===== config.mk =====
export PLATFORM = sky130hd
export DESIGN_NAME = source_token_scanner_top
export DESIGN_NICKNAME = d
export VERILOG_FILES = /design/src/hdl/stsc_pkg.sv /design/src/hdl/stsc_scan.sv /design/src/hdl/stsc_outq.sv /design/src/hdl/source_token_scanner_top.sv
export SDC_FILE = /design/constraint.sdc
export NUM_CORES = 1
export LEC_CHECK = 0
export BUFFER_PORTS_ARGS = -buffer_cell sky130_fd_sc_hd__buf_2
export CELL_PAD_IN_SITES_DETAIL_PLACEMENT = 1
export CELL_PAD_IN_SITES_GLOBAL_PLACEMENT = 1
export CORE_MARGIN = 2
export CORE_UTILIZATION = 50
export CTS_BUF_LIST = sky130_fd_sc_hd__clkbuf_16
export DETAILED_ROUTE_END_ITERATION = 10
export GPL_ROUTABILITY_DRIVEN = 0
export PLACE_DENSITY = 0.86
export SLEW_MARGIN = 10
export SYNTH_ARGS = -nofsm -noshare
export SYNTH_HDL_FRONTEND = slang
export SYNTH_SLANG_ARGS = --single-unit

===== constraint.sdc =====
create_clock -name clk -period 5.4 [get_ports clk]
set_input_delay 0.54 -clock clk [delete_from_list [all_inputs] [get_ports clk]]
set_output_delay 0.54 -clock clk [all_outputs]
set_load 0.02 [all_outputs]

===== src/hdl/stsc_pkg.sv =====
package stsc_pkg;

  localparam int IDENT_CHARS = 8;
  localparam int NUMBER_BITS = 32;
  localparam int BUF_W       = IDENT_CHARS * 8;

  localparam logic [23:0] LINE_MAX = 24'hFFFFFF;

  // Output queue: power-of-two depth, at least two entries free to take a request.
  localparam int QDEPTH = 4;
  localparam int QPTR_W = $clog2(QDEPTH);
  localparam int QCNT_W = $clog2(QDEPTH + 1);

  localparam logic [4:0] TK_END     = 5'd0;
  localparam logic [4:0] TK_NEWLINE = 5'd1;
  localparam logic [4:0] TK_RARROW  = 5'd2;
  localparam logic [4:0] TK_MINUS   = 5'd3;
  localparam logic [4:0] TK_LARROW  = 5'd4;
  localparam logic [4:0] TK_LESS    = 5'd5;
  localparam logic [4:0] TK_COMMENT = 5'd6;
  localparam logic [4:0] TK_SLASH   = 5'd7;
  localparam logic [4:0] TK_LPAREN  = 5'd8;
  localparam logic [4:0] TK_RPAREN  = 5'd9;
  localparam logic [4:0] TK_LBRACE  = 5'd10;
  localparam logic [4:0] TK_RBRACE  = 5'd11;
  localparam logic [4:0] TK_COMMA   = 5'd12;
  localparam logic [4:0] TK_DOT     = 5'd13;
  localparam logic [4:0] TK_COLON   = 5'd14;
  localparam logic [4:0] TK_PLUS    = 5'd15;
  localparam logic [4:0] TK_STAR    = 5'd16;
  localparam logic [4:0] TK_EQUAL   = 5'd17;
  localparam logic [4:0] TK_GREATER = 5'd18;
  localparam logic [4:0] TK_KW_FN   = 5'd19;
  localparam logic [4:0] TK_KW_LET  = 5'd20;
  localparam logic [4:0] TK_KW_MUT  = 5'd21;
  localparam logic [4:0] TK_KW_RET  = 5'd22;
  localparam logic [4:0] TK_IDENT   = 5'd23;
  localparam logic [4:0] TK_NUMBER  = 5'd24;
  localparam logic [4:0] TK_UNKNOWN = 5'd25;

  localparam logic [7:0] CH_NUL   = 8'h00;
  localparam logic [7:0] CH_TAB   = 8'h09;
  localparam logic [7:0] CH_NL    = 8'h0A;
  localparam logic [7:0] CH_SPACE = 8'h20;
  localparam logic [7:0] CH_MINUS = 8'h2D;
  localparam logic [7:0] CH_LESS  = 8'h3C;
  localparam logic [7:0] CH_GT    = 8'h3E;
  localparam logic [7:0] CH_SLASH = 8'h2F;
  localparam logic [7:0] CH_UNDER = 8'h5F;

  // Keyword text packed with the first character in the low byte.
  localparam logic [63:0] KW_FN  = 64'h0000_0000_0000_6E66;
  localparam logic [63:0] KW_LET = 64'h0000_0000_0074_656C;
  localparam logic [63:0] KW_MUT = 64'h0000_0000_0074_756D;
  localparam logic [63:0] KW_RET = 64'h0000_6E72_7574_6572;

  typedef struct packed {
    logic [7:0] char_byte;
    logic       end_marker;
  } in_t;

  typedef struct packed {
    logic [4:0]  token_kind;
    logic [23:0] line_number;
    logic [63:0] ident_text;
    logic [7:0]  text_length;
    logic [31:0] number_value;
    logic        number_overflow;
    logic        last_result;
  } out_t;

  typedef enum logic [5:0] {
    PEND_NONE   = 6'b000001,
    PEND_MINUS  = 6'b000010,
    PEND_LESS   = 6'b000100,
    PEND_SLASH  = 6'b001000,
    PEND_IDENT  = 6'b010000,
    PEND_NUMBER = 6'b100000
  } pend_t;

  // Tokens produced by one input item, oldest in tok0.
  typedef struct packed {
    logic [1:0] count;
    out_t       tok0;
    out_t       tok1;
  } push_t;

  function automatic logic is_alpha(logic [7:0] c);
    return (c >= 8'h61 && c <= 8'h7A) || (c >= 8'h41 && c <= 8'h5A) || c == CH_UNDER;
  endfunction

  function automatic logic is_digit(logic [7:0] c);
    return c >= 8'h30 && c <= 8'h39;
  endfunction

  function automatic logic [4:0] punct_kind(logic [7:0] c);
    logic [4:0] k;
    case (c)
      8'h28:   k = TK_LPAREN;
      8'h29:   k = TK_RPAREN;
      8'h7B:   k = TK_LBRACE;
      8'h7D:   k = TK_RBRACE;
      8'h2C:   k = TK_COMMA;
      8'h2E:   k = TK_DOT;
      8'h3A:   k = TK_COLON;
      8'h2B:   k = TK_PLUS;
      8'h2A:   k = TK_STAR;
      8'h3D:   k = TK_EQUAL;
      8'h3E:   k = TK_GREATER;
      default: k = TK_UNKNOWN;
    endcase
    return k;
  endfunction

  function automatic out_t plain_token(logic [4:0] kind, logic [23:0] line);
    out_t t;
    t             = '0;
    t.token_kind  = kind;
    t.line_number = line;
    return t;
  endfunction

endpackage


===== src/hdl/stsc_scan.sv =====
module stsc_scan (
  input  logic           clk,
  input  logic           rst_n,
  input  logic           in_valid,
  output logic           in_ready,
  input  stsc_pkg::in_t  in_data,
  input  logic           q_room,
  output stsc_pkg::push_t push
);

  localparam int NB    = stsc_pkg::NUMBER_BITS;
  localparam int BUF_W = stsc_pkg::BUF_W;

  logic                 s_valid_r, s_valid_nxt;
  stsc_pkg::in_t        s_item_r;
  stsc_pkg::pend_t      pend_r, pend_nxt;
  logic [BUF_W-1:0]     buf_r, buf_nxt;
  logic [7:0]           cnt_r, cnt_nxt;
  logic [NB-1:0]        acc_r, acc_nxt;
  logic                 ovf_r, ovf_nxt;
  logic [23:0]          line_r, line_nxt;
  logic [23:0]          tsl_r, tsl_nxt;

  logic                 advance;
  logic                 at_end;
  logic [7:0]           c;
  logic                 ext;
  logic                 f_v, g_v;
  stsc_pkg::out_t       f_tok, g_tok;
  logic [63:0]          buf_wide;
  logic [63:0]          acc_wide;
  logic [4:0]           kw;
  logic [NB:0]          dig_res;

  function automatic logic [BUF_W-1:0] add_char(logic [BUF_W-1:0] b, logic [7:0] n,
                                                logic [7:0] ch);
    logic [BUF_W-1:0] r;
    r = b;
    for (int i = 0; i < stsc_pkg::IDENT_CHARS; i++) begin
      if (n == 8'(i)) r[i*8 +: 8] = ch;
    end
    return r;
  endfunction

  function automatic logic [7:0] sat_inc(logic [7:0] n);
    return (n == 8'hFF) ? n : n + 8'd1;
  endfunction

  // Returns {overflow, accumulator}; ten times is a shift-add.
  function automatic logic [NB:0] add_digit(logic [NB-1:0] a, logic o, logic [7:0] ch);
    logic [NB+3:0] wide;
    logic [NB+3:0] prod;
    logic [NB:0]   r;
    wide = (NB+4)'(a);
    prod = (wide << 3) + (wide << 1) + (NB+4)'(ch[3:0]);
    if (o) begin
      r = {1'b1, a};
    end else if (prod[NB+3:NB] != 4'd0) begin
      r = {1'b1, {NB{1'b1}}};
    end else begin
      r = {1'b0, prod[NB-1:0]};
    end
    return r;
  endfunction

  assign advance  = s_valid_r && q_room;
  assign in_ready = !s_valid_r || q_room;

  assign at_end   = s_item_r.end_marker || (s_item_r.char_byte == stsc_pkg::CH_NUL);
  assign c        = at_end ? stsc_pkg::CH_NUL : s_item_r.char_byte;
  assign buf_wide = 64'(buf_r);
  assign acc_wide = 64'(acc_r);

  always_comb begin
    if (cnt_r == 8'd2 && buf_wide == stsc_pkg::KW_FN) begin
      kw = stsc_pkg::TK_KW_FN;
    end else if (cnt_r == 8'd3 && buf_wide == stsc_pkg::KW_LET) begin
      kw = stsc_pkg::TK_KW_LET;
    end else if (cnt_r == 8'd3 && buf_wide == stsc_pkg::KW_MUT) begin
      kw = stsc_pkg::TK_KW_MUT;
    end else if (cnt_r == 8'd6 && buf_wide == stsc_pkg::KW_RET) begin
      kw = stsc_pkg::TK_KW_RET;
    end else begin
      kw = stsc_pkg::TK_IDENT;
    end
  end

  always_comb begin
    pend_nxt = pend_r;
    buf_nxt  = buf_r;
    cnt_nxt  = cnt_r;
    acc_nxt  = acc_r;
    ovf_nxt  = ovf_r;
    line_nxt = line_r;
    tsl_nxt  = tsl_r;
    f_v      = 1'b0;
    g_v      = 1'b0;
    f_tok    = '0;
    g_tok    = '0;
    ext      = 1'b0;
    dig_res  = '0;

    // A byte that extends the pending token.
    unique case (pend_r)
      stsc_pkg::PEND_MINUS: begin
        if (c == stsc_pkg::CH_GT) begin
          ext      = 1'b1;
          g_v      = 1'b1;
          g_tok    = stsc_pkg::plain_token(stsc_pkg::TK_RARROW, tsl_r);
          pend_nxt = stsc_pkg::PEND_NONE;
        end
      end
      stsc_pkg::PEND_LESS: begin
        if (c == stsc_pkg::CH_MINUS) begin
          ext      = 1'b1;
          g_v      = 1'b1;
          g_tok    = stsc_pkg::plain_token(stsc_pkg::TK_LARROW, tsl_r);
          pend_nxt = stsc_pkg::PEND_NONE;
        end
      end
      stsc_pkg::PEND_SLASH: begin
        if (c == stsc_pkg::CH_SLASH) begin
          ext      = 1'b1;
          g_v      = 1'b1;
          g_tok    = stsc_pkg::plain_token(stsc_pkg::TK_COMMENT, tsl_r);
          pend_nxt = stsc_pkg::PEND_NONE;
        end
      end
      stsc_pkg::PEND_IDENT: begin
        if (stsc_pkg::is_alpha(c) || stsc_pkg::is_digit(c)) begin
          ext     = 1'b1;
          buf_nxt = add_char(buf_r, cnt_r, c);
          cnt_nxt = sat_inc(cnt_r);
        end
      end
      stsc_pkg::PEND_NUMBER: begin
        if (stsc_pkg::is_digit(c)) begin
          ext     = 1'b1;
          dig_res = add_digit(acc_r, ovf_r, c);
          ovf_nxt = dig_res[NB];
          acc_nxt = dig_res[NB-1:0];
          cnt_nxt = sat_inc(cnt_r);
        end
      end
      default: ;
    endcase

    if (!ext) begin
      // Flush whatever is pending, then scan the byte from a clean state.
      unique case (pend_r)
        stsc_pkg::PEND_MINUS: begin
          f_v   = 1'b1;
          f_tok = stsc_pkg::plain_token(stsc_pkg::TK_MINUS, tsl_r);
        end
        stsc_pkg::PEND_LESS: begin
          f_v   = 1'b1;
          f_tok = stsc_pkg::plain_token(stsc_pkg::TK_LESS, tsl_r);
        end
        stsc_pkg::PEND_SLASH: begin
          f_v   = 1'b1;
          f_tok = stsc_pkg::plain_token(stsc_pkg::TK_SLASH, tsl_r);
        end
        stsc_pkg::PEND_IDENT: begin
          f_v   = 1'b1;
          f_tok = stsc_pkg::plain_token(kw, tsl_r);
          if (kw == stsc_pkg::TK_IDENT) begin
            f_tok.ident_text  = buf_wide;
            f_tok.text_length = cnt_r;
          end
        end
        stsc_pkg::PEND_NUMBER: begin
          f_v                   = 1'b1;
          f_tok                 = stsc_pkg::plain_token(stsc_pkg::TK_NUMBER, tsl_r);
          f_tok.text_length     = cnt_r;
          f_tok.number_value    = acc_wide[31:0];
          f_tok.number_overflow = ovf_r;
        end
        default: ;
      endcase
      pend_nxt = stsc_pkg::PEND_NONE;
      buf_nxt  = '0;
      cnt_nxt  = '0;
      acc_nxt  = '0;
      ovf_nxt  = 1'b0;

      if (at_end) begin
        g_v   = 1'b1;
        g_tok = stsc_pkg::plain_token(stsc_pkg::TK_END, line_r);
      end else if (c == stsc_pkg::CH_SPACE || c == stsc_pkg::CH_TAB) begin
        g_v = 1'b0;
      end else if (c == stsc_pkg::CH_NL) begin
        g_v   = 1'b1;
        g_tok = stsc_pkg::plain_token(stsc_pkg::TK_NEWLINE, line_r);
        if (line_r != stsc_pkg::LINE_MAX) line_nxt = line_r + 24'd1;
      end else if (c == stsc_pkg::CH_MINUS) begin
        pend_nxt = stsc_pkg::PEND_MINUS;
        tsl_nxt  = line_r;
      end else if (c == stsc_pkg::CH_LESS) begin
        pend_nxt = stsc_pkg::PEND_LESS;
        tsl_nxt  = line_r;
      end else if (c == stsc_pkg::CH_SLASH) begin
        pend_nxt = stsc_pkg::PEND_SLASH;
        tsl_nxt  = line_r;
      end else if (stsc_pkg::is_alpha(c)) begin
        pend_nxt = stsc_pkg::PEND_IDENT;
        tsl_nxt  = line_r;
        buf_nxt  = add_char('0, 8'd0, c);
        cnt_nxt  = 8'd1;
      end else if (stsc_pkg::is_digit(c)) begin
        pend_nxt = stsc_pkg::PEND_NUMBER;
        tsl_nxt  = line_r;
        acc_nxt  = NB'(c[3:0]);
        cnt_nxt  = 8'd1;
      end else begin
        g_v   = 1'b1;
        g_tok = stsc_pkg::plain_token(stsc_pkg::punct_kind(c), line_r);
      end
    end
  end

  always_comb begin
    push      = '0;
    push.tok1 = g_tok;
    push.tok0 = f_v ? f_tok : g_tok;
    if (advance) push.count = {1'b0, f_v} + {1'b0, g_v};
    if (push.count == 2'd2) begin
      push.tok1.last_result = 1'b1;
    end else begin
      push.tok0.last_result = 1'b1;
    end
  end

  assign s_valid_nxt = (in_valid && in_ready) ? 1'b1 : (advance ? 1'b0 : s_valid_r);

  always_ff @(posedge clk) begin
    if (!rst_n) begin
      s_valid_r <= 1'b0;
      pend_r    <= stsc_pkg::PEND_NONE;
      buf_r     <= '0;
      cnt_r     <= '0;
      acc_r     <= '0;
      ovf_r     <= 1'b0;
      line_r    <= 24'd1;
      tsl_r     <= 24'd1;
    end else begin
      s_valid_r <= s_valid_nxt;
      if (advance) begin
        pend_r <= pend_nxt;
        buf_r  <= buf_nxt;
        cnt_r  <= cnt_nxt;
        acc_r  <= acc_nxt;
        ovf_r  <= ovf_nxt;
        line_r <= line_nxt;
        tsl_r  <= tsl_nxt;
      end
    end
  end

  always_ff @(posedge clk) begin
    if (in_valid && in_ready) s_item_r <= in_data;
  end

  // The end token leaves the scanner with nothing pending.
  a_end_clears: assert property (@(posedge clk) disable iff (!rst_n)
    (advance && at_end) |=> (pend_r == stsc_pkg::PEND_NONE && cnt_r == 8'd0))
    else $error("pending token survived the end of input");

  // The line count only ever moves forward by one, on a newline.
  a_line_step: assert property (@(posedge clk) disable iff (!rst_n)
    (line_r != $past(line_r)) |->
      (line_r == $past(line_r) + 24'd1 && $past(advance) && $past(c) == stsc_pkg::CH_NL))
    else $error("line count changed without a newline");

endmodule


===== src/hdl/stsc_outq.sv =====
module stsc_outq (
  input  logic            clk,
  input  logic            rst_n,
  input  stsc_pkg::push_t push,
  output logic            q_room,
  output logic            out_valid,
  input  logic            out_ready,
  output stsc_pkg::out_t  out_data
);

  localparam int PW = stsc_pkg::QPTR_W;
  localparam int CW = stsc_pkg::QCNT_W;

  stsc_pkg::out_t  mem_r [stsc_pkg::QDEPTH];
  logic [PW-1:0]   wr_ptr_r, wr_ptr_nxt;
  logic [PW-1:0]   rd_ptr_r, rd_ptr_nxt;
  logic [CW-1:0]   cnt_r, cnt_nxt;
  logic [PW-1:0]   wr_ptr_1;
  logic            pop;

  assign out_valid = (cnt_r != '0);
  assign out_data  = mem_r[rd_ptr_r];
  assign pop       = out_valid && out_ready;
  assign wr_ptr_1  = wr_ptr_r + PW'(1);

  // Room for two more tokens, counting the one leaving this cycle.
  assign q_room = (cnt_r <= CW'(stsc_pkg::QDEPTH - 2)) ||
                  (cnt_r == CW'(stsc_pkg::QDEPTH - 1) && pop);

  assign wr_ptr_nxt = wr_ptr_r + PW'(push.count);
  assign rd_ptr_nxt = rd_ptr_r + PW'(pop);
  assign cnt_nxt    = cnt_r + CW'(push.count) - CW'(pop);

  always_ff @(posedge clk) begin
    if (!rst_n) begin
      wr_ptr_r <= '0;
      rd_ptr_r <= '0;
      cnt_r    <= '0;
    end else begin
      wr_ptr_r <= wr_ptr_nxt;
      rd_ptr_r <= rd_ptr_nxt;
      cnt_r    <= cnt_nxt;
    end
  end

  always_ff @(posedge clk) begin
    if (push.count != 2'd0) mem_r[wr_ptr_r] <= push.tok0;
    if (push.count == 2'd2) mem_r[wr_ptr_1] <= push.tok1;
  end

  a_no_overrun: assert property (@(posedge clk) disable iff (!rst_n)
    (push.count != 2'd0) |-> q_room)
    else $error("tokens pushed without room in the queue");

  a_cnt_bound: assert property (@(posedge clk) disable iff (!rst_n)
    cnt_r <= CW'(stsc_pkg::QDEPTH))
    else $error("queue count beyond depth");

  a_pair_order: assert property (@(posedge clk) disable iff (!rst_n)
    (push.count == 2'd2) |-> (!push.tok0.last_result && push.tok1.last_result))
    else $error("last mark not on the second token of a pair");

endmodule


===== src/hdl/source_token_scanner_top.sv =====
// Path: a byte accepted is held in the scanner's item register and scanned from
// there; its tokens go into the output queue and are shown on out_data from it.
// Throughput: one byte per cycle while the queue has room; bytes giving two tokens are
// absorbed by a 4-entry queue; out_ready sets the long-run rate at one token per cycle.
// Reset: synchronous rst_n clears the queue, nothing pending, line count back to one.
module source_token_scanner_top (
  input  logic           clk,
  input  logic           rst_n,
  input  logic           in_valid,
  output logic           in_ready,
  input  stsc_pkg::in_t  in_data,
  output logic           out_valid,
  input  logic           out_ready,
  output stsc_pkg::out_t out_data
);

  stsc_pkg::push_t push;
  logic            q_room;

  stsc_scan u_scan (
    .clk      (clk),
    .rst_n    (rst_n),
    .in_valid (in_valid),
    .in_ready (in_ready),
    .in_data  (in_data),
    .q_room   (q_room),
    .push     (push)
  );

  stsc_outq u_outq (
    .clk       (clk),
    .rst_n     (rst_n),
    .push      (push),
    .q_room    (q_room),
    .out_valid (out_valid),
    .out_ready (out_ready),
    .out_data  (out_data)
  );

endmodule

## Word level (Yosys, flattened, before mapping)

Memory sizes are Yosys's and may differ from the RTL's. A register that Yosys moved wholly into a read port is not among the register bits.
Cells that the tools add are included.

| cells by class | value |
|---|---|
| muxes and demuxes | 116 |
| reduce and logical (&&, ||, !) cells | 41 |
| equality and inequality tests | 59 |
| magnitude comparators | 7 |
| bitwise operators | 4 |
| add/subtract/negate cells | 10 |

Operator list:

| kind | number |
|---|---|
| $mux W135 | 11 |
| $pmux W135 S5 | 1 |
| $mux W64 | 9 |
| $pmux W135 S3 | 1 |
| $mux W32 | 10 |
| $mux W133 | 2 |
| $mux W8 | 21 |
| $mux W132 | 1 |
| $eq A64 B23 Y1 const B | 2 |
| $mux W24 | 5 |
| $eq A8 B6 Y1 const B | 13 |
| $mux W6 | 12 |
| $mux W72 | 1 |
| $mux W33 | 2 |
| $eq A64 B15 Y1 const B | 1 |
| $eq A64 B47 Y1 const B | 1 |
| $pmux W5 S11 | 1 |
| $reduce_and A4 Y1 | 10 |
| $add A35 B33 Y36 | 1 |
| $add A36 B4 Y36 | 1 |
| $eq A8 B3 Y1 const B | 4 |
| $mux W1 | 29 |
| $ne A2 B2 Y1 const B | 13 |
| $add A24 B1 Y24 const B | 1 |
| 48 further kinds | 84 |

| word-level totals | value |
|---|---|
| output and inout bits | 137 |
| memory bits (writable) | 540 |
| register bits | 176 |
| memories kept | 1 |
| logic and storage cells | 258 |

Memories:

| memory | depth | width | rd ports | clocked after memory_dff | wr ports | RTL line | text |
|---|---|---|---|---|---|---|---|
| u_outq.mem_r | 4 | 135 | 1 | 1 | 2 | stsc_outq.sv:14 | `stsc_pkg::out_t mem_r [stsc_pkg::QDEPTH];` |

## Longest topological paths before layout

| depth | value |
|---|---|
| depth after elaboration | 20 |
| gate-level depth with buffers | 19 |
| mapped depth without buffers | 15 |

## Modules after synthesis

Synthesis repeated with hierarchy kept, for this count alone.

| second synthesis, totals | value |
|---|---|
| cell total of the unflattened synthesis | 2833 |
| area total of the unflattened synthesis | 38827.2 µm² |

Modules (own cells, without submodules):

| module | area each (µm²) | cells an instance | instances |
|---|---|---|---|
| stsc_outq | 26735.6 | 1350 | 1 |
| stsc_scan | 12091.6 | 1483 | 1 |

## Worst setup path before layout

Ideal clock, no wire load.

| timing | value |
|---|---|
| path kind | reg2reg |
| start | register u_scan.s_item_r[1] (netlist bit) |
| end | memory u_outq.mem_r[1][0] (netlist bit) (enable) |
| data arrival time | 4.325 ns |
| path buffers | 5 |
| data required time | 5.015 ns |
| stages on the path, launching flop included | 16 |
| clock period less this slack | 4.709 ns |
| slack | 0.691 ns |
| path through | edfxtp_1 > buf_6 > or4_4 > o211ai_2 > or3_4 > nand4_4 > or2_1 > buf_4 > inv_6 > ha_1 > or4_1 > and2_1 > clkbuf_1 > clkbuf_1 > buf_1 > inv_1 |

RTL lines:

| element | RTL line | text |
|---|---|---|
| from (decl) | stsc_scan.sv:15 | `stsc_pkg::in_t s_item_r;` |
| from (signal assigned) | stsc_scan.sv:260 | `if (in_valid && in_ready) s_item_r <= in_data;` |
| to (decl) | stsc_outq.sv:14 |  |

==> results.txt <==
- Synth Register Bits: 716
- Subtracting the final worst setup slack from the clock period gives 5.17 ns.
- The H-tree generated during clock tree synthesis spans 3 levels.
* Quantity of hold-fixing buffers added after cts: 0
- First-pass GRT wire length: roughly 160000 um
- Power density normalized to cell area: ~350 mW/mm2
- Drt pass-1 iters: 5
* Number of enable flip-flop cells after synthesis: 129
- The finished cells cover about 0.035 mm2.
- Counting both buffers and inverters, the worst setup path holds a total of 2.
* Effective utilization at floorplan: 50.7%
- In this run the tightest slew margin relative to its limit is 15.6%.
- In this run the core area contains 91 standard-cell rows.
- Crit path max-delay cell type: buf_4
- The region available for standard cell placement spans 0.0618 mm2.
* Routed wire length: 104000 um
- After detailed routing, the number of remaining DRC violations is 0.
* Average size of a mapped cell: 11.5 um2
- Final Max Slew Viols: 0
- Maximum vdd drop: 0.000250 V
- Most common cell after layout, fill and taps aside: dfxtp_1
- Entering global routing, the biggest net connects 74 pins.
- Gate count after technology mapping: 2714
- Setup repair after global routing left no endpoint under its margin.
* Number of sinks driven by the clock tree: 716
- The initial antenna violation count was 3.
- The synthesized design devotes to its leading area cell type 37.5% of total area.
- In the final design database the tool counted ~2.9k nets.
* Port Buffer Count: roughly 150
- Most common flop cell mapped by yosys: dfxtp_1
- In this run the cell area measured after placement is 0.0326 mm2.
- In this run, CTS created clock tree buffers numbering 76.
* Cell at the root of the clock tree: clkbuf_16
- Chain of cells forming the critical path: nand3b_1 -> o311a_1 -> or3_4 -> nand4_4 -> or2_1 -> inv_6 -> ha_1 -> nand2_1 -> nor2_1 -> nand3b_1 -> and2_4 -> buf_4 -> a22o_1
- Top library cells by usage in the layout, fill and taps aside: 585 x dfxtp_1, 424 x a22o_1, 175 x nor2_1
- The die is 254 um tall.
- TritonCTS built the clock tree.
* Hold Vio Cnt, Final: 0
- Crit path largest cell delay: ~0.73 ns
- After detailed routing, the average wire length per cell comes to 28.3 um.
- Detailed placement finished with a half-perimeter wire length of 62300 um.
- The area growth from synthesis to layout is 12.0%.
- Counting along the longest clock path gives a buffer depth of 3.
- STA classifies the critical path endpoint as a register.
- Family of cells with the greatest summed delay on the critical path: simple AND/OR/NAND/NOR gates
- Setup violations remaining at the end of the flow were counted as 0.
- Final worst-path cycle share: 95.7%
* Fraction of layout cells with a size suffix above 1: 18.6%
- Counting every net in the synthesized netlist gives ~2.8k.
- STA classifies the critical path startpoint as a register.
- Clock slew at reported path FFs: 0.06 ns
* Async S/R FF share, synth: 0%
- Across the run, the number of max-cap violations was 0.
* Largest fanout of any net on the critical path: 58
- For the pin with the worst max-slew slack, the measured transition is around 1.3 ns.
* Share of synthesized area occupied by flip-flops and latches: about half
- Cell repeated most along the worst path: nand3b_1
- Largest clock skew in the final design: between 0.03 and 0.04 ns
- During synthesis, Yosys emitted a total of 0 warnings.
- The later pin in the worst-skew pair is clocked with a latency of 0.64 ns.
- Summed instance area of the synthesized netlist: 0.0313 mm2
* TNS Setup: 0 ns
- Global routing finished with a remaining overflow of 0.
* Largest area contributor in the netlist: dfxtp_1
* Standby leakage power: 13.5 nW
* Number of distinct standard cells referenced by the synthesized netlist: 90
- Post-route antenna net violation count: 0
- Initial detailed-routing violation count: roughly 2.5k
- For this run, the total global-route usage over all layers was measured as 31.6%.
- Setup Crit Path Kind: register to register
- Critical path required time: 5.96 ns
- The path class of the tightest hold or removal check is input pin to register.
- Largest cells by area after synthesis: dfxtp_1 37%, edfxtp_1 12%, a22o_1 12%, mux4_2 9.7%, ha_1 3.0%
- The routed layout has 25.1k vias.
- The floorplan step defined a die boundary enclosing 0.0647 mm2.
- Measured along the x axis, the die boundary spans ~250 um.
* Top Ports: 150
* Result of the run: completed
- Vias in the first global route: about 26k
- Arrival time worst endpoint: 5.72 ns
- Fmax achieved: 194 MHz
- Power comes to ~12 mW.
- Via count normalized by instance count: 6.85
-- kinds of logic (layout without fill, tap and decap cells) --
logic type               after synthesis  after routing  synth area share, %
AO/OA/AOI/OAI                        857            857                 21.3
buffers and inverters                260            378                 3.70
other                                  0              1                    0
flip-flops                           716            716                 49.8
XOR/XNOR                              63             63                 1.76
adder cells (fa/ha/maj)               76             76                 3.08
AND/OR/NAND/NOR                      574            576                 9.50
multiplexers                         168            168                 10.8
-- flip-flops by register name (all words and copies together) (netlist names) --
signal / count
u_scan.acc_r: 32
u_scan.line_r: 24
u_scan.cnt_r: 8
u_outq.mem_r: 540
u_scan.ovf_r: 1
u_scan.pend_r: 6
u_scan.tsl_r: 24
u_outq.rd_ptr_r: 2
u_outq.cnt_r: 3
u_scan.s_valid_r: 1
u_outq.wr_ptr_r: 2
u_scan.buf_r: 64
u_scan.s_item_r: 9
-- Yosys cell counts (all sizes together), types with 15 or more instances --
| cell type | number |
|---|---|
| a21o | 20 |
| nor2 | 189 |
| or3 | 17 |
| a22o | 424 |
| o21ai | 67 |
| a21oi | 104 |
| mux2i | 30 |
| nand2 | 132 |
| a32o | 16 |
| xor2 | 36 |
| mux4 | 135 |
| o2bb2ai | 58 |
| a31oi | 38 |
| and2 | 29 |
| ha | 74 |
| and3 | 16 |
| edfxtp | 129 |
| nand3 | 37 |
| xnor2 | 27 |
| nand4 | 25 |
| dfxtp | 587 |
| o211ai | 19 |
| buf | 99 |
| or2 | 15 |
| nor3 | 18 |
| nor4 | 23 |
| inv | 35 |
| o22ai | 23 |
| clkbuf | 125 |
-- worst reg2reg max path: cells and delay by family (launching register included) --
family / cells / cell delay, ns
AO/OA/AOI/OAI: 2 / 0.78
adder cells (fa/ha/maj): 1 / 0.23
AND/OR/NAND/NOR: 8 / 2.63
flip-flops: 1 / 0.57
buffers and inverters: 2 / 0.87
-- through the flow --
stage	hold slack, ns	setup slack (ns)	std cells	util, %
final	0.0803	0.235	3672	56.8
after global routing	0.0727	0.0173	3671	56.8
after CTS	0.0600	0.0524	3665	56.7
after detailed placement	0.453	0.113	3526	52.8
after global placement	0.450	0.259	3526	52.8
after floorplan	0.437	0.691	2714	-
-- layer usage --
metal	track usage, %	vias up	share of wire [%]
li1	-	10600	-
met1	40.5	13000	40
met4	14.2	4	3.7
met5	0	-	0.018
met3	5.89	265	7.8
met2	52.1	1194	49
-- report_power, final --
part	internal (mW)	total (mW)	switching, mW
clock network	2.86	5.14	2.28
registers	5.50	5.69	0.187
logic	0.515	1.36	0.841
-- timing repair --
item / CTS / global route
resized for setup: 0 / 6
endpoints found under the setup margin: 0 / 479
buffers inserted: 0 / 3
-- path summary, 6_finish.rpt --
| path | cells after the start | slack, ns | endpoint | startpoint |
|---|---|---|---|---|
| max | 13 | 0.23 | u_outq.mem_r[3][31] | u_scan.s_item_r[0] |
| min reg2reg | 1 | 0.47 | u_outq.mem_r[0][23] | u_outq.mem_r[0][23] |
| max reg2reg | 13 | 0.23 | u_outq.mem_r[3][31] | u_scan.s_item_r[0] |
| min | 1 | 0.08 | u_scan.s_item_r[8] | in_data[8] |
-- area by class of cell --
class	count	area, um2
Multi-Input combinational cell	1740	14600
Timing Repair inverter	1	5.00
Antenna cell	1	2.50
Clock inverter	62	488
Sequential cell	716	15600
Fill cell	6318	26700
Inverter	36	148
Clock buffer	77	1930
Tap cell	837	1050
Timing Repair Buffer	202	1230
Note: power is estimated with default switching activity, not from simulation.
